## src/hdl/tbt_pkg.sv

```systemverilog
// shared types, widths, constants and the ln table for the thermistor converter
package tbt_pkg;

    // converter resolution and full-scale code
    localparam int ADC_BITS = 10;
    localparam logic [ADC_BITS-1:0] FULL_SCALE = '1;
    localparam int MSB_W = $clog2(ADC_BITS);

    // fixed-point widths
    localparam int R0_W    = 20;
    localparam int BETA_W  = 16;
    localparam int T0_W    = 16;
    localparam int CFG_W   = 20;
    localparam int LN_W    = 20;
    localparam int L_W     = LN_W + 1;
    localparam int KC_W    = 17;
    localparam int LK_W    = L_W + KC_W;
    localparam int B100_W  = 23;
    localparam int DEN_W   = 41;
    localparam int AN_W    = 55;
    localparam int T_DVS_W = 39;
    localparam int R_DVS_W = ADC_BITS;
    localparam int RDVD_W  = ADC_BITS + R0_W + 1;
    localparam int TEMP_W  = 16;
    localparam int RES_W   = 24;
    localparam int NUM_CELLS = AN_W;

    localparam int LN2_Q16 = 45426;
    localparam int ZERO_C_CENTI_K = 27315;
    localparam int BETA_SCALE = 100;

    // register indexes
    localparam logic [1:0] REG_R0   = 2'd0;
    localparam logic [1:0] REG_BETA = 2'd1;
    localparam logic [1:0] REG_T0   = 2'd2;

    // status codes
    localparam logic [1:0] ST_OK   = 2'd0;
    localparam logic [1:0] ST_ZERO = 2'd1;
    localparam logic [1:0] ST_FULL = 2'd2;
    localparam logic [1:0] ST_SAT  = 2'd3;

    typedef struct packed {
        logic zero;
        logic full;
        logic bad;
        logic neg;
    } flags_t;

    // one division cell carries both quotients side by side
    typedef struct packed {
        logic                 valid;
        flags_t               flags;
        logic [T_DVS_W-1:0]   t_rem;
        logic [AN_W-1:0]      t_dq;
        logic [T_DVS_W-1:0]   t_dvs;
        logic [R_DVS_W-1:0]   r_rem;
        logic [AN_W-1:0]      r_dq;
        logic [R_DVS_W-1:0]   r_dvs;
    } cell_t;

    // ln(1 + i/16) in q16
    function automatic logic [15:0] ln_entry(input logic [4:0] idx);
        logic [15:0] v;
        case (idx)
            5'd0:    v = 16'd0;
            5'd1:    v = 16'd3973;
            5'd2:    v = 16'd7719;
            5'd3:    v = 16'd11262;
            5'd4:    v = 16'd14624;
            5'd5:    v = 16'd17822;
            5'd6:    v = 16'd20870;
            5'd7:    v = 16'd23784;
            5'd8:    v = 16'd26573;
            5'd9:    v = 16'd29248;
            5'd10:   v = 16'd31818;
            5'd11:   v = 16'd34292;
            5'd12:   v = 16'd36675;
            5'd13:   v = 16'd38975;
            5'd14:   v = 16'd41197;
            5'd15:   v = 16'd43346;
            5'd16:   v = 16'd45426;
            default: v = 16'd0;
        endcase
        return v;
    endfunction

endpackage

```

## src/hdl/tbt_cell.sv

```systemverilog
// one restoring division step for the temperature and resistance quotients
module tbt_cell
(
    input  logic            clk,
    input  logic            rst_n,
    input  tbt_pkg::cell_t  din,
    output tbt_pkg::cell_t  dout
);

    logic [tbt_pkg::T_DVS_W:0]   t_trial;
    logic [tbt_pkg::T_DVS_W+1:0] t_diff;
    logic [tbt_pkg::R_DVS_W:0]   r_trial;
    logic [tbt_pkg::R_DVS_W+1:0] r_diff;
    tbt_pkg::cell_t              cell_next;
    logic                        valid_reg;
    tbt_pkg::cell_t              cell_reg;

    always_comb
    begin
        t_trial = {din.t_rem, din.t_dq[tbt_pkg::AN_W-1]};
        t_diff  = {1'b0, t_trial} - {2'b0, din.t_dvs};
        r_trial = {din.r_rem, din.r_dq[tbt_pkg::AN_W-1]};
        r_diff  = {1'b0, r_trial} - {2'b0, din.r_dvs};

        cell_next = din;
        cell_next.t_rem = t_diff[tbt_pkg::T_DVS_W+1] ? t_trial[tbt_pkg::T_DVS_W-1:0]
                                                       : t_diff[tbt_pkg::T_DVS_W-1:0];
        cell_next.t_dq  = {din.t_dq[tbt_pkg::AN_W-2:0], ~t_diff[tbt_pkg::T_DVS_W+1]};
        cell_next.r_rem = r_diff[tbt_pkg::R_DVS_W+1] ? r_trial[tbt_pkg::R_DVS_W-1:0]
                                                       : r_diff[tbt_pkg::R_DVS_W-1:0];
        cell_next.r_dq  = {din.r_dq[tbt_pkg::AN_W-2:0], ~r_diff[tbt_pkg::R_DVS_W+1]};
    end

    always_ff @(posedge clk or negedge rst_n)
    begin
        if (!rst_n)
        begin
            valid_reg <= 1'b0;
        end
        else
        begin
            valid_reg <= din.valid;
        end
    end

    always_ff @(posedge clk)
    begin
        cell_reg <= cell_next;
    end

    always_comb
    begin
        dout = cell_reg;
        dout.valid = valid_reg;
    end

endmodule

```

## config.mk

```make
export PLATFORM = sky130hd
export DESIGN_NAME = tbt_cell
export DESIGN_NICKNAME = d
export VERILOG_FILES = /design/src/hdl/tbt_pkg.sv /design/src/hdl/tbt_cell.sv
export SDC_FILE = /design/constraint.sdc
export NUM_CORES = 1
export LEC_CHECK = 0
export ABC_AREA = 1
export BUFFER_PORTS_ARGS = -buffer_cell sky130_fd_sc_hd__buf_4
export CORE_UTILIZATION = 27
export CTS_CLUSTER_DIAMETER = 40
export DETAILED_ROUTE_END_ITERATION = 6
export SLEW_MARGIN = 10
export SYNTH_ARGS = -nofsm -noshare
export SYNTH_HDL_FRONTEND = slang
export SYNTH_SLANG_ARGS = --single-unit
```

## constraint.sdc

```tcl
create_clock -name clk -period 0.8 [get_ports clk]
set_input_delay 0.04 -clock clk [delete_from_list [all_inputs] [get_ports clk]]
set_output_delay 0.04 -clock clk [all_outputs]
set_load 0.02 [all_outputs]
```

Word level (Yosys, flattened, before mapping):

Index checks and enable logic that the tools add are counted.
Widths: inputs -> output; s select.

* bits in registers: 213
* bits of input ports: 215
* output and inout bits: 213
* word-level logic and storage cells: 17

* add/sub/neg operators: 2
* multiplexer cells: 2
* bitwise gates (word level): 2

Operators by type and width (number)
* $sub 40x39->41: 1
* $mux 39: 1
* $sub 11x10->12: 1
* $mux 10: 1
* $not 1->1: 2

Longest topological paths before layout:

Gate-level depths: netlist of the first run.

* depth after elaboration: 2
* mapped depth: 17
* mapped depth without buffers: 15

Worst setup path after synthesis of the first run:

OpenSTA, ideal clock, no wires.

* path type: in2reg
* from: in din[168] in the netlist's numbering
* to: reg cell_reg, in the netlist dout[181]
* library setup time: 0.118 ns
* arrival time: 1.785 ns
* required time: 0.682 ns
* slack: -1.103 ns
* stages: 16
* buffers on the path: 2
* cell sequence: inv_1 -> ha_1 -> fa_1 -> nand3b_1 -> nand3_1 -> nand2_1 -> nand2_1 -> nand2_1 -> nand3_2 -> nand2_2 -> nand2_4 -> inv_2 -> buf_6 -> buf_6 -> nand2_1 -> o21ai_2

RTL lines
* from (decl): line tbt_cell.sv:6 `input tbt_pkg::cell_t din,`
* to (signal assigned): line tbt_cell.sv:48 `cell_reg <= cell_next;`
* to (decl): line tbt_cell.sv:16 `tbt_pkg::cell_t cell_reg;`

==> results of run 1 <==
report_power, final:
part	total (µW)	internal, µW	switching (µW)	leakage [µW]
sequential	12300	11800	508	0.00180
clock	15200	9420	5790	0.000577
combinational	10700	5630	5100	0.00700
metal layers:
metal	part of all wire [%]	global-route usage, %	wire length, µm	up-vias
met5	0.11	0	41	-
met4	3.7	8.97	1450	6
met3	6.6	5.03	2590	96
met2	53	42.8	20500	345
met1	37	24.2	14400	4522
li1	-	-	-	4948
cell families after synthesis:
family                     after synthesis  share of synthesized area [%]
buffers and inverters                  186                           8.86
DFF                                    213                           50.8
AOI/OAI and AO/OA                       84                           5.61
xor gates and xnor gates                29                           3.02
and+or+nand+nor                        499                           23.9
adders and majority gates               51                           7.77
worst max path at each step:
stage                         from        end  slack [ns]  cells past startpoint
after global routing       din[91]  dout[207]       -0.67                     15
after CTS                 din[168]  dout[195]       -0.57                     16
after global placement     din[90]  dout[204]       -1.29                     14
after floorplan           din[168]  dout[181]       -0.93                     16
after detailed placement   din[90]  dout[204]       -1.19                     14
final                      din[91]  dout[195]       -0.59                     15
Yosys cell counts (2+ instances only):
cell type,n
nand3_1,47
buf_2,3
dfxtp_1,212
nand3b_1,9
buf_6,5
o21bai_1,3
a21o_1,2
xnor2_1,17
nor2_1,92
a21oi_1,44
fa_1,2
ha_1,49
nand2_1,335
xor2_1,12
nor3_1,7
o21ai_1,5
nand2_2,2
inv_1,175
nand4_1,2
nor2_2,2
o21ai_0,19
o21ai_2,8
layout make-up:
type / count / area share, %
well taps: 396 / 2.60
repair buffers: 808 / 40.1
flip-flops and latches: 213 / 23.8
clock inverters: 25 / 1.30
inverters: 176 / 3.69
clock buffers: 41 / 5.00
multi-input cells: 666 / 23.4
repair inverters: 1 / 0.0592
critical path, stage by stage:
cell     delay, ns
buf_4         0.09
inv_1         0.04
ha_1          0.34
nand2_1       0.12
nor2_2        0.13
nand2_1       0.12
nor2_2        0.19
nand2_4       0.07
nand3_4       0.07
nand2_4       0.07
nand2_8       0.12
inv_12        0.07
buf_12        0.16
nand2_2       0.07
nand2_1       0.05
through the flow:
stage / setup TNS, ns / setup WS (ns) / power, µW / instances
final: -61.16 / -0.586 / 38200 / 2326
after global routing: -70.31 / -0.667 / 39800 / 2326
after CTS: -63.79 / -0.567 / 37700 / 2304
after detailed placement: -50.95 / -1.19 / 20000 / 2011
after global placement: -50.67 / -1.29 / 20000 / 2011
after floorplan: -39.35 / -0.932 / 15900 / 1062
timing repair:
item | 4_1_cts | 5_1_grt
gates cloned | 12 | 0
pin swaps | 19 | 36
setup buffers | 11 | 15
hold buffers | 204 | 8
endpoints found under the setup margin | 263 | 263
hold endpoints to repair | 212 | 11
gates resized for setup | 520 | 122
==> summary.txt, run 1 <==
Timing
  – Final hold viol count: 5
  – Max-slew headroom: approximately 74%
  – Post-route worst setup slack: -0.586 ns
  – Final setup vio count: ~260
  – Slew Viols, Final: 0
  – Fin crit share: 173%
  – Fmax: 0.722 GHz
  – Unrepaired setup endpoints after global routing: yes
  – WHS: -0.321 ns
  – Worst Tran Pin Value: 0.381 ns
  – Period minus WS final: between 1 and 1.5 ns

Detailed routing
  – Starting DRT DRC Count: between 300 and 400
  – DR pass1 iterations: 5
  – Routed wire length: 39.0 mm
  – WL/cell: 16.8 µm
  – Post-DRT Antenna Nets: 0
  – Vias per cell: 4.26
  – DR vias: 9917
  – # DRC: 0

CTS
  – CTS clk-pin slew, worst paths: 0.06 ns
  – Inserted Clock Buffers: 37
  – Max Buffers Root-to-Sink: 3
  – Sink Count: 213
  – Clk root buf: clkbuf_16
  – # H-tree levels: 2
  – TritonCTS clock tree: yes

Synth
  – Sequential-to-total area share from yosys stat: 50.8%
  – Top_reg_cell synth: dfxtp_1
  – Dominant cell type by area after synthesis: dfxtp_1
  – Post-synth top area share: 50.5%
  – Synthesized area per cell: 7.91 µm²
  – Warnings, synthesis: 0
  – Post-synth EDFFs: 0
  – Net Count, Synth: 1328
  – Synthesized flop and latch total: approximately 210
  – Synth area leaders: dfxtp_1 (51%), nand2_1 (15%), inv_1 (7.8%)
  – Mapped Cells: 1062
  – Unique masters post-synth: 32
  – Synthesized area: 8400 µm²
  – Async set-reset flop share out of synthesis: 0.469%

Global route
  – Initial antenna violation count: 3
  – Vias in the first global route: 10534
  – Total gr overflow: 0
  – Global-route wire length before repair: around 55 mm
  – Total GRT Usage: approximately 23%
  – Largest net degree at the start of global routing: 13

Placement
  – HPWL Detailed: around 25 mm
  – GPL Wtd Cong: about 0.87
  – Number of port buffers: 427
  – Placement Cell Area: around 13000 µm²

Die
  – Die ar.: ~32000 µm²
  – Site Rows: between 60 and 70
  – Die X: around 180 µm
  – Core area: roughly 30000 µm²
  – Die Height: 178 µm
  – Initial cell density of the core: about 27%
  – Num ports: ~430

Power
  – Power Dens Cells: roughly 2000 nW/µm²
  – VDD IR max: 1.54 mV
  – Leakage power: 0.00938 µW

Finish
  – Area grow syn2layout: 127%
  – Most frequent cells in the layout: buf_4 (360), nand2_1 (283), buf_6 (222)
  – Multi-input gate area: 4450 µm²
  – Fill cells: approximately 2400
  – Diodes inserted: 0
  – Fraction of final layout cells sized beyond drive strength 1: 55.1%
  – Post-route cell area: roughly 19000 µm²
  – Number of flip-flops under the largest register name: around 210
  – Post-layout util: 62.2%
  – Final-stage net count: approximately 2200
  – Most common cell after layout, fill and taps aside: buf_4
  – Sequential Area: ~4500 µm²

Min path
  – Hold Crit Depth: 1
  – WHS Endpoint: dout[1]
  – Worst Hold Class: in2reg
  – Hold wc startpoint: din[1]

Setup path
  – Crit Path Category: in2reg
  – Critical-path maximum fanout: 8
  – CP arrival: about 1.8 ns
  – Worst Setup Start Kind: input pin
  – Worst setup EP type: flop
  – Critical Path RT: 1.18 ns

Status
  – Failing checks: negative hold slack, negative setup slack
  – Status: finished with violations

Run
  – Maxcap violations: 0
(Power assumes the default switching activity.)
==> inputs of run 2 (changes only) <==
--- a/config.mk
+++ b/config.mk
@@ -8,6 +8,7 @@
 export ABC_AREA = 1
 export BUFFER_PORTS_ARGS = -buffer_cell sky130_fd_sc_hd__buf_4
 export CORE_UTILIZATION = 27
+export CTS_BUF_LIST = sky130_fd_sc_hd__clkbuf_4
 export CTS_CLUSTER_DIAMETER = 40
 export DETAILED_ROUTE_END_ITERATION = 6
 export SLEW_MARGIN = 10
==> run 2 against run 1 <==
  * The flow still finishes with violations (negative hold slack, negative setup slack)
  * Cell area grew 2.9%
  * Critical path depth fell by 5
  * Flip-flop and latch count unchanged
  * Worst setup slack lost 0.018 ns
  * Count of clock-buffer cells in the layout increased by 42
  * Via count up 7.4%
  * Global-route usage grew 2.0 points
  * Utilization increased by 1.8 points
==> summary.txt, run 2 (same netlist as run 1, synthesis figures left out) <==
Status
  – Status: finished with violations
  – Failing checks: negative hold slack, negative setup slack

CTS
  – Max Buffers Root-to-Sink: 3 (unchanged)
  – Clk root buf: clkbuf_4
  – TritonCTS clock tree: yes
  – CTS clk-pin slew, worst paths: 0.07 ns (about the same)
  – # H-tree levels: 2 (unchanged)
  – Sink Count: 213 (unchanged)
  – Inserted Clock Buffers: 60 (+62%)

Placement
  – Post-place setup slack: -1.19 ns (unchanged)
  – HPWL Detailed: 25.3 mm (unchanged)
  – Number of port buffers: 427 (unchanged)
  – GPL Wtd Cong: 0.875 (unchanged)

Setup path
  – Worst setup EP type: flop
  – Slowest cell on crit path: dlygate4sd3_1
  – Peak per-stage delay on the critical path: 0.61 ns (+0.27 ns)
  – Crit path buffers/inverters: 3 (-1)
  – Worst Setup Start Kind: input pin
  – CP arrival: 2.00 ns (+0.24 ns)
  – Critical-path maximum fanout: 4 (-4)
  – CP delay by family, top: buffers and inverters
  – CP cell instances: buf_4, dlygate4sd3_1, ha_4, a21oi_2, nand2_4, nand4_1, buf_4, nand3_2, nor2_1, a21oi_2
  – Crit Path Category: in2reg
  – Critical Path RT: 1.39 ns (+0.21 ns)

Global route
  – Global-route wire length before repair: 59.8 mm (+8.2%)
  – Total gr overflow: 0 (unchanged)
  – Initial antenna violation count: 3 (unchanged)
  – Total GRT Usage: 24.7% (+2.0 points)
  – Vias in the first global route: 11312 (+7.4%)
  – Largest net degree at the start of global routing: 20 (+7)

Die
  – Initial cell density of the core: 27.5% (unchanged)
  – Die ar.: 31800 µm² (unchanged)
  – Die X: 178 µm (unchanged)
  – Die Height: 178 µm (unchanged)
  – Site Rows: 64 (unchanged)
  – Core area: 30600 µm² (unchanged)
  – Num ports: 428 (unchanged)

Timing
  – WHS: -0.593 ns (-0.272 ns)
  – Final hold viol count: 48 (+43)
  – Unrepaired setup endpoints after global routing: yes
  – Period minus WS final: 1.40 ns (+0.0181 ns)
  – Final setup vio count: 264 (+0.38%)
  – Slew Viols, Final: 0 (unchanged)
  – Max-slew headroom: 75.5% (+1.1 points)
  – Post-route worst setup slack: -0.604 ns (-0.0181 ns)
  – Worst Tran Pin Value: 0.364 ns (-0.0168 ns)
  – Fmax: 0.712 GHz (-1.3%)
  – Fin crit share: 176% (+2.3 points)

Min path
  – Worst Hold Class: in2reg
  – Hold Crit Depth: 1 (unchanged)
  – WHS Endpoint: dout[90]
  – Hold wc startpoint: din[90]

Finish
  – Final-stage net count: 2308 (+6.4%)
  – Area grow syn2layout: 133%
  – Fraction of final layout cells sized beyond drive strength 1: 50.7% (-4.5 points)
  – Most common cell after layout, fill and taps aside: buf_4
  – Most frequent cells in the layout: buf_4 (357), dlygate4sd3_1 (336), nand2_1 (280)
  – Number of flip-flops under the largest register name: 212 (unchanged)

Detailed routing
  – Routed wire length: 42.1 mm (+8.0%)
  – Starting DRT DRC Count: 381 (+12%)
  – WL/cell: 16.9 µm (+1.0%)
  – DR vias: 10655 (+7.4%)
  – # DRC: 0 (unchanged)
  – Post-DRT Antenna Nets: 0 (unchanged)
  – DR pass1 iterations: 4 (-1)
  – Vias per cell: 4.29 (+0.53%)

Power
  – VDD IR max: 1.60 mV (+4.2%)
  – Power Dens Cells: 1730 nW/µm² (-14%)
  – Pwr Total: 33900 µW (-11%)
  – Leakage power: 0.00971 µW (+3.5%)

Run
  – Maxcap violations: 0 (unchanged)
run 2: cell count changes in the layout (fill, tap and decap cells not counted), moves of 12 or more:
cell	previous run	this run
clkbuf_16	37	0
clkbuf_4	0	83
clkinv_1	0	14
dlygate4sd3_1	212	336
nor2_1	65	85
nor2_2	21	9
run 2: worst max-delay path by stage:
| stage | end | slack [ns] | startpoint | cells after the start |
|---|---|---|---|---|
| 2_1_floorplan | dout[181] | -0.93 | din[168] | 16 |
| 3_3_place_gp | dout[204] | -1.29 | din[90] | 14 |
| 3_5_place_dp | dout[204] | -1.19 | din[90] | 14 |
| 4_1_cts | dout[212] | -0.57 | valid_reg | 1 |
| 5_1_grt | dout[70] | -0.64 | din[66] | 10 |
| 6_report | dout[70] | -0.60 | din[66] | 10 |
run 2: final cells by class:
class,instances,area (µm²)
Fill cell,2398,11000
Timing Repair Buffer,926,8880
Sequential cell,213,4530
Multi-Input combinational cell,665,4200
Inverter,176,698
Clock buffer,83,623
Tap cell,396,495
Clock inverter,25,151
Antenna cell,2,5.00
run 2: stage by stage:
step	hold slack (ns)	TNS (ns)	cells	instance area, µm²	util, %
final	-0.593	-110.67	2486	19600	64.0
after global routing	-0.663	-128.37	2486	19600	64.0
after CTS	-0.673	-121.26	2468	19100	62.3
after detailed placement	-0.184	-50.95	2011	13300	43.5
after global placement	-0.183	-50.67	2011	13300	43.5
after floorplan	-0.256	-39.35	1062	8660	-
run 2: where the power goes:
group | switching, µW | internal [µW] | total (µW)
clock | 5300 | 5200 | 10500
sequential | 523 | 11700 | 12300
combinational | 5140 | 6020 | 11200
run 2: repair_timing:
action | 4_1_cts | 5_1_grt
setup endpoints to repair | 253 | 264
gates cloned | 11 | 2
setup buffers | 11 | 10
hold buffers | 327 | 29
gates resized for setup | 495 | 92
hold endpoints to repair | 214 | 66
pin swaps | 16 | 34
run 2: metal layers:
metal	routed length, µm	up-vias	track usage (%)
met1	16000	4921	26.3
met3	2620	101	5.80
li1	-	5258	-
met4	1810	2	11.9
met2	21600	373	45.5
met5	14	-	0
