===== src/hdl/tbt_pkg.sv =====
// shared types, widths, constants and the ln table for the thermistor converter
package tbt_pkg;

    // converter resolution and full-scale code
    localparam int ADC_BITS = 10;
    localparam logic [ADC_BITS-1:0] FULL_SCALE = '1;
    localparam int MSB_W = $clog2(ADC_BITS);

    // fixed-point widths
    localparam int R0_W    = 20;
    localparam int BETA_W  = 16;
    localparam int T0_W    = 16;
    localparam int CFG_W   = 20;
    localparam int LN_W    = 20;
    localparam int L_W     = LN_W + 1;
    localparam int KC_W    = 17;
    localparam int LK_W    = L_W + KC_W;
    localparam int B100_W  = 23;
    localparam int DEN_W   = 41;
    localparam int AN_W    = 55;
    localparam int T_DVS_W = 39;
    localparam int R_DVS_W = ADC_BITS;
    localparam int RDVD_W  = ADC_BITS + R0_W + 1;
    localparam int TEMP_W  = 16;
    localparam int RES_W   = 24;
    localparam int NUM_CELLS = AN_W;

    localparam int LN2_Q16 = 45426;
    localparam int ZERO_C_CENTI_K = 27315;
    localparam int BETA_SCALE = 100;

    // register indexes
    localparam logic [1:0] REG_R0   = 2'd0;
    localparam logic [1:0] REG_BETA = 2'd1;
    localparam logic [1:0] REG_T0   = 2'd2;

    // status codes
    localparam logic [1:0] ST_OK   = 2'd0;
    localparam logic [1:0] ST_ZERO = 2'd1;
    localparam logic [1:0] ST_FULL = 2'd2;
    localparam logic [1:0] ST_SAT  = 2'd3;

    typedef struct packed {
        logic zero;
        logic full;
        logic bad;
        logic neg;
    } flags_t;

    // one division cell carries both quotients side by side
    typedef struct packed {
        logic                 valid;
        flags_t               flags;
        logic [T_DVS_W-1:0]   t_rem;
        logic [AN_W-1:0]      t_dq;
        logic [T_DVS_W-1:0]   t_dvs;
        logic [R_DVS_W-1:0]   r_rem;
        logic [AN_W-1:0]      r_dq;
        logic [R_DVS_W-1:0]   r_dvs;
    } cell_t;

    // ln(1 + i/16) in q16
    function automatic logic [15:0] ln_entry(input logic [4:0] idx);
        logic [15:0] v;
        case (idx)
            5'd0:    v = 16'd0;
            5'd1:    v = 16'd3973;
            5'd2:    v = 16'd7719;
            5'd3:    v = 16'd11262;
            5'd4:    v = 16'd14624;
            5'd5:    v = 16'd17822;
            5'd6:    v = 16'd20870;
            5'd7:    v = 16'd23784;
            5'd8:    v = 16'd26573;
            5'd9:    v = 16'd29248;
            5'd10:   v = 16'd31818;
            5'd11:   v = 16'd34292;
            5'd12:   v = 16'd36675;
            5'd13:   v = 16'd38975;
            5'd14:   v = 16'd41197;
            5'd15:   v = 16'd43346;
            5'd16:   v = 16'd45426;
            default: v = 16'd0;
        endcase
        return v;
    endfunction

endpackage


===== src/hdl/tbt_ln.sv =====
// two-stage natural log in q16 by table lookup with linear interpolation
module tbt_ln
(
    input  logic                          clk,
    input  logic [tbt_pkg::ADC_BITS-1:0]  x,
    output logic [tbt_pkg::LN_W-1:0]      ln
);

    logic [tbt_pkg::MSB_W-1:0] msb;
    logic [tbt_pkg::ADC_BITS+15:0] shifted;
    logic [15:0] frac;
    logic [15:0] lo;
    logic [15:0] hi;

    logic [tbt_pkg::MSB_W-1:0] msb_reg;
    logic [15:0] lo_reg;
    logic [11:0] diff_reg;
    logic [11:0] rem_reg;

    logic [23:0] prod;
    logic [16:0] lm;
    logic [tbt_pkg::LN_W-1:0] ln_next;
    logic [tbt_pkg::LN_W-1:0] ln_reg;

    // normalize: leading one position and fraction bits below it
    always_comb
    begin
        msb = '0;
        for (int i = 0; i < tbt_pkg::ADC_BITS; i++)
        begin
            if (x[i])
            begin
                msb = tbt_pkg::MSB_W'(i);
            end
        end
        shifted = {x, 16'b0} >> msb;
        frac = shifted[15:0];
        lo = tbt_pkg::ln_entry({1'b0, frac[15:12]});
        hi = tbt_pkg::ln_entry({1'b0, frac[15:12]} + 5'd1);
    end

    always_ff @(posedge clk)
    begin
        msb_reg  <= msb;
        lo_reg   <= lo;
        diff_reg <= 12'(hi - lo);
        rem_reg  <= frac[11:0];
    end

    // interpolate, round half up, add exponent times ln2
    always_comb
    begin
        prod = diff_reg * rem_reg;
        lm = 17'(lo_reg) + 17'((prod + 24'd2048) >> 12);
        ln_next = tbt_pkg::LN_W'(msb_reg) * tbt_pkg::LN_W'(tbt_pkg::LN2_Q16)
                  + tbt_pkg::LN_W'(lm);
    end

    always_ff @(posedge clk)
    begin
        ln_reg <= ln_next;
    end

    assign ln = ln_reg;

endmodule


===== config.mk =====
export PLATFORM = sky130hd
export DESIGN_NAME = tbt_ln
export DESIGN_NICKNAME = d
export VERILOG_FILES = /design/src/hdl/tbt_pkg.sv /design/src/hdl/tbt_ln.sv
export SDC_FILE = /design/constraint.sdc
export NUM_CORES = 1
export LEC_CHECK = 0
export BUFFER_PORTS_ARGS = -buffer_cell sky130_fd_sc_hd__buf_2
export CAP_MARGIN = 20
export CORE_MARGIN = 8
export CORE_UTILIZATION = 30
export DETAILED_ROUTE_END_ITERATION = 8
export GPL_TIMING_DRIVEN = 0
export REMOVE_ABC_BUFFERS = 1
export SYNTH_ARGS = -nofsm -noshare
export SYNTH_HDL_FRONTEND = slang
export SYNTH_SLANG_ARGS = --single-unit

===== constraint.sdc =====
create_clock -name clk -period 7.69 [get_ports clk]
set_clock_uncertainty 0.2 [all_clocks]
set_input_delay 0.769 -clock clk [delete_from_list [all_inputs] [get_ports clk]]
set_output_delay 0.769 -clock clk [all_outputs]
set_load 0.005 [all_outputs]

### After elaboration in Yosys (flattened, before gate mapping)

Memories as Yosys holds them, arrays and structs flattened.
Cells that the tools add are included.
Widths: inputs -> output; s select.

| cells by class | value |
|---|---|
| add/subtract/negate cells | 5 |
| multiply operators | 2 |
| shift-type cells | 1 |
| multiplexer cells | 9 |

Operator list:

| cell | number |
|---|---|
| $mux 4 | 7 |
| $shr 26x4->16 | 1 |
| $add 24x12->24 const B | 1 |
| $mul 12x12->24 | 1 |
| $add 20x17->20 | 1 |
| $mul 4x15->19 const B | 1 |
| $add 16x12->17 | 1 |
| $sub 12x12->12 | 1 |
| $add 4x1->5 const B | 1 |
| $mux 2 | 1 |
| $mux 1 | 1 |

| storage, ports and cells | value |
|---|---|
| flip-flop bits (word level) | 64 |
| memory bits (read-only) | 768 |
| input port bits | 11 |
| output and inout port bits | 20 |
| memories | 2 |

Memories:

| memory | depth | width | read ports | clocked after memory_dff | write ports | line | text |
|---|---|---|---|---|---|---|---|
| (no name shown) | 32 | 16 | 1 | 0 | 0 | tbt_pkg.sv:65 | `case (idx)` |
| (no name shown) | 16 | 16 | 1 | 0 | 0 | tbt_pkg.sv:65 |  |

### Longest topological paths before layout

Gate-level depths: netlist of the first run.
An unclocked memory read counts as a cell.

| depth | value |
|---|---|
| depth after elaboration | 13 |
| gate-level depth with buffers | 34 |
| gate-level depth less buffers | 33 |

### Worst setup path after synthesis of the first run

Ideal clock, no wire load.

| timing path | value |
|---|---|
| path kind | reg2reg |
| start point | register rem_reg[5] |
| end point | register ln_reg (netlist bit ln[18]) |
| arrival | 7.957 ns |
| path slack | -0.539 ns |
| cell stages (with the launch flop) | 33 |
| path buffers | 1 |
| cells stage by stage | dfxtp_1 > clkbuf_1 > nand2_1 > fa_1 > fa_1 > fa_1 > inv_1 > fa_1 > inv_1 > fa_1 > inv_1 > ha_1 > a2111oi_0 > o31ai_1 > a31oi_1 > o211ai_1 > nand2_1 > a21oi_1 > and2_1 > o21a_1 > or2_2 > fa_1 > inv_1 > ha_1 > a21o_1 > a2111oi_0 > o31a_1 > o211ai_1 > or4_1 > a31oi_1 > nor2b_1 > o21ai_0 > xnor2_1 |

| between the ends | value |
|---|---|
| longest elaborated chain between the ends | 4 |

Ends and longest elaborated chain:

| what | line | text |
|---|---|---|
| start: declaration | tbt_ln.sv:18 | `logic [11:0] rem_reg;` |
| start signal: assignment | tbt_ln.sv:47 | `rem_reg <= frac[11:0];` |
| $mul 12x12->24 | tbt_ln.sv:53 | `prod = diff_reg * rem_reg;` |
| $add 24x12->24 | tbt_ln.sv:54 | `lm = 17'(lo_reg) + 17'((prod + 24'd2048) >> 12);` |
| $add 16x12->17 | tbt_ln.sv:54 |  |
| $add 20x17->20 | tbt_ln.sv:56 | `+ tbt_pkg::LN_W'(lm);` |
| net ln_next (one bit) | tbt_ln.sv:22 | `logic [tbt_pkg::LN_W-1:0] ln_next;` |
| end signal: assignment | tbt_ln.sv:61 | `ln_reg <= ln_next;` |
| end: declaration | tbt_ln.sv:23 | `logic [tbt_pkg::LN_W-1:0] ln_reg;` |

The timed path passes the listed nets, and every way through them passes these cells.

### Final worst setup path of the first run

| timing path | value |
|---|---|
| start point | register rem_reg[8] |
| end point | register ln_reg (netlist bit ln[18]) |

The elaborated chain is that of the path after synthesis.

==> results of run 1 <==
[what timing repair did]
item / in CTS / in global routing
pin swaps: 43 / 35
endpoints found under the setup margin: 11 / 7
setup buffers: 32 / 3
resized for setup: 81 / 24
[placed cells by master (no fill, tap or decap), types with 8 or more instances in the layout]
master     instances
inv_1            200
nand2_1          129
ha_1             126
fa_1             100
nor2_1            58
and2_1            52
dfxtp_1           42
a21oi_1           35
xnor2_1           32
o21ai_0           30
buf_2             30
buf_4             28
nor2b_1           16
nor3_1            14
xor2_1            14
dfxtp_4           14
nand2b_1          11
o211ai_1          11
o21a_1             9
clkbuf_16          9
inv_2              8
nand3_1            8
ha_4               8
buf_6              8
[metal layers]
layer,up-vias,GRT usage [%]
met2,112,19.44
met4,0,2.546
li1,3586,-
met5,-,0
met3,22,1.788
met1,3532,15.35
[area by class of cell]
cell class,count,area [um^2]
fill,3181,19770
multi-input combinational,791,7320
sequential,63,1323
inverter,209,789.5
tap,396,495.5
timing repair buffer,66,450.4
clock buffer,12,266.5
clock inverter,3,17.52
[worst max-delay path, delay by kind of cell (launching register included)]
kind / cells / cell delay, ns
AND/OR/NAND/NOR: 8 / 1.28
buffers and inverters: 5 / 0.36
adder cells (fa/ha/maj): 8 / 3.63
AO/OA/AOI/OAI: 8 / 1.62
XOR/XNOR: 1 / 0.13
flip-flops: 1 / 0.40
[kinds of logic after synthesis]
| group | after synthesis | share of synthesized area, % |
|---|---|---|
| mux | 10 | 1.314 |
| flops | 63 | 13.65 |
| other cells | 1 | 0.04059 |
| xor+xnor | 49 | 4.808 |
| simple gates | 323 | 16.57 |
| compound gates | 161 | 11.78 |
| fa+ha+maj | 242 | 41.39 |
| buf+inv | 253 | 10.44 |
[how the worst max path moves through the flow]
stage                        end  slack, ns  depth (start not counted)
after floorplan           ln[18]      -0.42                         31
after global placement    ln[18]      -1.66                         31
after detailed placement  ln[18]      -1.73                         31
after CTS                 ln[18]      -0.05                         32
after global routing      ln[18]      -0.28                         32
final                     ln[18]      0.003                         30
[stage by stage]
stage                     cells  TNS [ns]
after detailed placement   1490    -8.450
after floorplan            1063   -0.5988
final                      1540         0
after global routing       1540   -0.5047
after CTS                  1537  -0.04966
after global placement     1489    -8.352
==> flow_metrics.env, run 1 <==
export IMPL_rows=64
export IMPL_path_clk_slew_ns=0.05
export IMPL_wl_met1_um=9788
export IMPL_path_class="reg2reg"
export IMPL_drive_above_1_share_pct=14.95
export IMPL_initial_core_util_pct=30.36
export IMPL_die_w_um=191.5
export IMPL_drt_total_wl_um=20530
export IMPL_async_reset_ff_share_pct=0
export IMPL_synth_seq_cells=63
export IMPL_worstHoldStart="lo_reg[0]"
export IMPL_hold_ws_ns=0.2707
export IMPL_synth_top_area_cell="fa_1"
export IMPL_status="completed"
export IMPL_nets=1393
export IMPL_syn_to_final_growth_pct=15.41
export IMPL_core_area_mm2=0.03043
export IMPL_grt_pass1_wl_um=34760
export IMPL_tightest_slew_ns=1.069
export IMPL_synth_edff_count=0
export IMPL_timing_rr_start="rem_reg[8]"
export IMPL_crit_top_cell="fa_1"
export IMPL_grt_pass1_vias=7178
export IMPL_final_util_pct=35.04
export IMPL_drtIter0Drc=392
export IMPL_whs_path_depth=1
export IMPL_maxCapViolCount=0
export IMPL_period_needed_ns=7.687
export IMPL_crit_slowest_cell="fa_1"
export IMPL_top_layer="met4"
export IMPL_setup_viol=0
export IMPL_whs_endpoint="ln[0]"
export IMPL_wl_met3_um=706
export IMPL_reg2reg_to="ln[18]"
export IMPL_antenna_found_initial=0
export IMPL_fin_crit_sh_pct=99.96
export IMPL_place_hpwl_um=16230
export IMPL_rrSetupSlack_ns=0.003
export IMPL_synth_cell_types=68
export IMPL_yosysMostFrequentCell="inv_1"
export IMPL_clock_sinks=63
export IMPL_vias=7252
export IMPL_firstDrtPassIters=5
export IMPL_synthCells=1102
export IMPL_worstSkewPairLatency_ns=0.34
export IMPL_grt_max_degree=27
export IMPL_largest_reg_flops=20
export IMPL_rr_worst_depth=30
export IMPL_track_usage_pct=11.54
export IMPL_rsz0062_at_grt="true"
export IMPL_hp_class="reg2reg"
export IMPL_slew_headroom_pct=28.55
export IMPL_cts_htree_levels=3
export IMPL_cts_hold_buf=0
export IMPL_fp_dieArea_mm2=0.03666
export IMPL_viasPerCell=4.709
export IMPL_cts_root_buf="clkbuf_16"
export IMPL_gp_congestion=0.8212
export IMPL_place_ws_ns=-1.728
export IMPL_slowest_delay_ns=0.55
export IMPL_numCtsBuffers=9
export IMPL_final_antenna_net_count=0
export IMPL_cp_end_kind="register"
export IMPL_crit_path_start_kind="register"
export IMPL_arrival_ns=7.76
export IMPL_finalHoldViolations=0
export IMPL_overflow=0
export IMPL_synthTopCellsByArea="fa_1 23%, ha_1 18%, dfxtp_1 14%"
export IMPL_place_area_mm2=0.009738
export IMPL_setup_slack_ns=0.002893
export IMPL_synth_avg_cell_area_um2=8.383
export IMPL_drv_slew=0
export IMPL_dr_wl_met2_um=9794
export IMPL_synth_cell_area_mm2=0.009238
export IMPL_routedWlPerCell_um=13.33
export IMPL_synth_warnings=0
export IMPL_io_pins=31
export IMPL_ys_seq_area_share_pct=13.65
export IMPL_synthTopCellsByCount="207 x inv_1, 136 x ha_1, 134 x nand2_1"
export IMPL_clk_path_buf_depth=2
export IMPL_portBuffers=30
export IMPL_antenna_cells=0
export IMPL_cts_tree="done"
export IMPL_postLayoutCellArea_mm2=0.01066
export IMPL_ys_flop_type="dfxtp_1"
export IMPL_fmax_mhz=130.1
export IMPL_cp_startpoint="rem_reg[8]"
export IMPL_cp_max_fo=4
export IMPL_yosys_area_top_type_share_pct=22.97
export IMPL_drc=0
export IMPL_crit_required_ns=7.76
export IMPL_die_height_um=191.5
Power of run 1 is not shown: default switching activity piles up to over one toggle a cycle in this logic, so the estimate is an artifact.
==> run 2, diff against run 1 <==
--- a/config.mk
+++ b/config.mk
@@ -7,11 +7,11 @@
 export LEC_CHECK = 0
 export BUFFER_PORTS_ARGS = -buffer_cell sky130_fd_sc_hd__buf_2
 export CAP_MARGIN = 20
+export CORE_ASPECT_RATIO = 2
 export CORE_MARGIN = 8
 export CORE_UTILIZATION = 30
 export DETAILED_ROUTE_END_ITERATION = 8
 export GPL_TIMING_DRIVEN = 0
-export REMOVE_ABC_BUFFERS = 1
 export SYNTH_ARGS = -nofsm -noshare
 export SYNTH_HDL_FRONTEND = slang
 export SYNTH_SLANG_ARGS = --single-unit
==> run 2 against run 1 <==
Compared with the run above: die area grew 0.93%; core utilization grew 0.64 points; global-route usage grew 1.1 points; first-iteration DRC count shrank 14%; critical path type unchanged; maximum frequency grew 0.58%; critical path depth is the same; final cell count grew 1.0%; via count grew 2.0%.
==> flow_metrics.env, run 2 (synthesis results as in run 1) <==
export IMPL_place_hpwl_um=18390
export IMPL_syn_to_final_growth_pct=18.28
export IMPL_drive_above_1_share_pct=16.72
export IMPL_clock_sinks=63
export IMPL_gp_congestion=0.9105
export IMPL_worstSkewPairLatency_ns=0.33
export IMPL_place_ws_ns=-1.050
export IMPL_hp_class="reg2reg"
export IMPL_fmax_mhz=130.8
export IMPL_path_class="reg2reg"
export IMPL_path_clk_slew_ns=0.06
export IMPL_nets=1432
export IMPL_cp_max_fo=5
export IMPL_core_area_mm2=0.03063
export IMPL_tightest_slew_ns=0.6452
export IMPL_period_needed_ns=7.643
export IMPL_vias=7394
export IMPL_slew_headroom_pct=56.99
export IMPL_postLayoutCellArea_mm2=0.01093
export IMPL_track_usage_pct=12.59
export IMPL_crit_top_cell="fa_1"
export IMPL_crit_required_ns=7.73
export IMPL_final_common_cell="inv_1"
export IMPL_numCtsBuffers=9
export IMPL_rsz0062_at_grt="true"
export IMPL_cts_htree_levels=3
export IMPL_arrival_ns=7.69
export IMPL_cts_hold_buf=0
export IMPL_cts_tree="done"
export IMPL_path_buf_inv=5
export IMPL_grt_pass1_wl_um=38210
export IMPL_maxCapViolCount=0
export IMPL_crit_path_start_kind="register"
export IMPL_drv_slew=0
export IMPL_drtIter0Drc=336
export IMPL_viasPerCell=4.752
export IMPL_setup_viol=0
export IMPL_final_util_pct=35.68
export IMPL_rows=91
export IMPL_finalHoldViolations=0
export IMPL_grt_max_degree=14
export IMPL_portBuffers=30
export IMPL_cp_end_kind="register"
export IMPL_setup_slack_ns=0.04730
export IMPL_fin_crit_sh_pct=99.38
export IMPL_io_pins=31
export IMPL_final_antenna_net_count=0
export IMPL_clk_path_buf_depth=2
export IMPL_routedWlPerCell_um=14.61
export IMPL_overflow=0
export IMPL_cts_root_buf="clkbuf_16"
export IMPL_drc=0
export IMPL_die_w_um=140.1
export IMPL_drt_total_wl_um=22730
export IMPL_place_area_mm2=0.009902
export IMPL_status="completed"
export IMPL_fp_dieArea_mm2=0.03700
export IMPL_final_cell_mix="201 x inv_1, 128 x nand2_1, 125 x ha_1"
export IMPL_die_height_um=264.2
export IMPL_slowest_delay_ns=0.54
export IMPL_initial_core_util_pct=30.16
export IMPL_antenna_cells=0
export IMPL_antenna_found_initial=0
export IMPL_crit_slowest_cell="fa_1"
export IMPL_grt_pass1_vias=7476
export IMPL_firstDrtPassIters=5
export IMPL_cp_top_family="adder cells"
export IMPL_largest_reg_flops=20
## run 2: what timing repair did
| action | 4_1_cts | 5_1_grt |
|---|---|---|
| setup buffers | 31 | 4 |
| hold endpoints to repair | 0 | 0 |
| setup endpoints to repair | 13 | 10 |
| pin swaps | 41 | 23 |
| resized for setup | 98 | 32 |
## run 2: routing by layer
metal	share of wire, %	GRT usage, %
met1	44	16.00
met2	50	22.00
met3	4.1	1.573
met5	0	0
met4	2.0	3.158
## run 2: final timing paths
path             to  cells after the start         from  slack (ns)
min           ln[0]                      1    lo_reg[0]        0.38
min reg2reg   ln[0]                      1    lo_reg[0]        0.38
max reg2reg  ln[18]                     30  diff_reg[3]        0.05
max          ln[18]                     30  diff_reg[3]        0.05
## run 2: worst reg2reg max path, delay by kind of cell, from the launching register on
kind / cells / cell delay [ns]
XOR/XNOR: 1 / 0.15
AND/OR/NAND/NOR: 6 / 1.19
AO/OA/AOI/OAI: 10 / 1.60
flip-flops: 1 / 0.32
buffers and inverters: 5 / 0.44
adder cells (fa/ha/maj): 8 / 3.68
## run 2: area by class of cell
type	count	area (um^2)
fill	3121	19700
tap	372	465.4
clock inverter	6	67.56
buffer	40	282.8
multi-input combinational	791	7372
sequential	63	1279
inverter	209	789.5
timing repair buffer	65	431.7
clock buffer	10	239.0
## run 2: per-stage QoR
step | setup TNS (ns) | hold WS, ns | cells
finish | 0 | 0.3785 | 1556
global route | -0.4598 | 0.3705 | 1556
CTS | -0.3729 | 0.3678 | 1554
detailed placement | -5.796 | 0.3572 | 1509
global placement | -5.622 | 0.3624 | 1509
floorplan | 0 | 0.2324 | 1107
Power of run 2 is left out for the same reason.
==> run 3, diff against run 2 <==
--- a/config.mk
+++ b/config.mk
@@ -5,6 +5,7 @@
 export SDC_FILE = /design/constraint.sdc
 export NUM_CORES = 1
 export LEC_CHECK = 0
+export ABC_AREA = 1
 export BUFFER_PORTS_ARGS = -buffer_cell sky130_fd_sc_hd__buf_2
 export CAP_MARGIN = 20
 export CORE_ASPECT_RATIO = 2
==> run 3 against run 2 <==
Compared with the run above: area after synthesis rose by 0.60%; cell area fell by 3.2%; worst hold slack got worse by 0.11 ns; maximum frequency rose by 3.4%; die area rose by 0.55%; via count rose by 0.34%; sequential share of layout area rose by 0.41 points; first-iteration DRC count rose by 14%; global-route usage fell by 0.72 points; critical endpoint is now ln[19].
==> flow_metrics.env, run 3 <==
export IMPL_yosys_area_top_type_share_pct=22.84
export IMPL_ys_seq_area_share_pct=13.57
export IMPL_fill_cells=3204
export IMPL_place_ws_ns=-0.9387
export IMPL_synthTopCellsByArea="fa_1 23%, ha_1 18%, dfxtp_1 14%"
export IMPL_drv_slew=0
export IMPL_crit_required_ns=7.72
export IMPL_vias=7419
export IMPL_finalHoldViolations=0
export IMPL_dp_cells=1629
export IMPL_grt_max_degree=14
export IMPL_drive_above_1_share_pct=12.67
export IMPL_clk_path_buf_depth=2
export IMPL_antenna_found_initial=0
export IMPL_final_antenna_net_count=0
export IMPL_drc=0
export IMPL_synthCells=1222
export IMPL_hold_ws_ns=0.2667
export IMPL_synth_top_area_cell="fa_1"
export IMPL_fin_crit_sh_pct=96.08
export IMPL_largest_reg_flops=20
export IMPL_period_needed_ns=7.389
export IMPL_hp_class="reg2reg"
export IMPL_io_pins=31
export IMPL_setup_slack_ns=0.3014
export IMPL_cts_htree_levels=3
export IMPL_maxCapViolCount=0
export IMPL_fmax_mhz=135.3
export IMPL_gp_congestion=0.8518
export IMPL_die_w_um=140.5
export IMPL_synth_seq_cells=63
export IMPL_final_cell_mix="303 x inv_1, 261 x nand2_1, 132 x ha_1"
export IMPL_crit_path_start_kind="register"
export IMPL_core_area_mm2=0.03063
export IMPL_fp_dieArea_mm2=0.03721
export IMPL_crit_top_cell="fa_1"
export IMPL_viasPerCell=4.516
export IMPL_async_reset_ff_share_pct=0
export IMPL_path_clk_slew_ns=0.06
export IMPL_slowest_delay_ns=0.57
export IMPL_rrSetupSlack_ns=0.30
export IMPL_slew_headroom_pct=64.18
export IMPL_antenna_cells=0
export IMPL_cts_hold_buf=0
export IMPL_drtIter0Drc=382
export IMPL_numCtsBuffers=9
export IMPL_worstSkewPairLatency_ns=0.34
export IMPL_yosysMostFrequentCell="inv_1"
export IMPL_rows=91
export IMPL_portBuffers=30
export IMPL_synth_edff_count=0
export IMPL_grt_pass1_wl_um=36090
export IMPL_arrival_ns=7.42
export IMPL_final_common_cell="inv_1"
export IMPL_initial_core_util_pct=30.34
export IMPL_track_usage_pct=11.87
export IMPL_firstDrtPassIters=5
export IMPL_nets=1519
export IMPL_crit_slowest_cell="fa_1"
export IMPL_grt_pass1_vias=7416
export IMPL_ys_flop_type="dfxtp_1"
export IMPL_cts_tree="done"
export IMPL_status="completed"
export IMPL_synth_cell_types=46
export IMPL_tightest_slew_ns=0.5373
export IMPL_cp_end_kind="register"
export IMPL_path_class="reg2reg"
export IMPL_synth_warnings=0
export IMPL_syn_to_final_growth_pct=13.83
export IMPL_synth_cell_area_mm2=0.009293
export IMPL_clock_sinks=63
export IMPL_cts_root_buf="clkbuf_16"
export IMPL_synth_avg_cell_area_um2=7.604
export IMPL_routedWlPerCell_um=13.08
export IMPL_place_hpwl_um=18420
export IMPL_synthTopCellsByCount="303 x inv_1, 264 x nand2_1, 136 x ha_1"
export IMPL_cp_max_fo=10
export IMPL_instances_no_fill=1643
export IMPL_setup_viol=0
export IMPL_drt_total_wl_um=21490
export IMPL_die_height_um=264.9
export IMPL_overflow=0
[run 3: through the flow]
| step | instance area (um^2) | TNS (ns) | utilization [%] |
|---|---|---|---|
| floorplan | 9311 | 0 | - |
| global placement | 9927 | -6.519 | 32.41 |
| detailed placement | 9927 | -6.964 | 32.41 |
| CTS | 10360 | -0.02202 | 33.81 |
| global route | 10580 | -0.06195 | 34.54 |
| finish | 10580 | 0 | 34.54 |
[run 3: cell families (layout without fill, tap and decap cells)]
family	count (synthesis)	count (layout)	synth area share, %
AND/OR/NAND/NOR	384	384	17.91
buffers and inverters	348	392	14.53
adder cells (fa/ha/maj)	242	242	41.15
AO/OA/AOI/OAI	138	138	8.469
flip-flops	63	63	13.57
XOR/XNOR	46	46	4.336
other	1	6	0.04035
[run 3: cell type report]
cell class,count,area (um^2),share of cell area [%]
multi-input combinational,816,6910,65.33
inverter,315,1187,11.23
clock inverter,7,80.08,0.7570
clock buffer,9,225.2,2.129
buffer,25,232.7,2.200
sequential,63,1281,12.11
tap,372,465.4,4.400
timing repair buffer,36,195.2,1.845
[run 3: repair_timing]
| action | in CTS | in global routing |
|---|---|---|
| gates resized for setup | 50 | 57 |
| setup buffers | 2 | 4 |
| endpoints found under the setup margin | 13 | 8 |
| pin swaps | 3 | 15 |
[run 3: path summary, 6_finish.rpt]
| kind | from | endpoint | cells after the start |
|---|---|---|---|
| max | rem_reg[9] | ln[19] | 33 |
| min | lo_reg[0] | ln[0] | 1 |
| max reg2reg | rem_reg[9] | ln[19] | 33 |
| min reg2reg | lo_reg[0] | ln[0] | 1 |
[run 3: critical path, delay by kind of cell (launching register included)]
kind	cells	cell delay, ns
adders and majority gates	9	3.94
AOI/OAI and AO/OA	11	1.73
buffers and inverters	7	0.62
and+or+nand+nor	6	0.45
DFF	1	0.32
[run 3: metal layers]
metal  GRT usage, %  share of wire [%]  vias to the layer above
li1               -                  -                     3787
met1          14.91                 45                     3458
met2          20.18                 48                      145
met3          1.784                4.0                       29
met4          4.322                3.3                        0
met5              0                  0                        -
Power of run 3 is left out for the same reason.
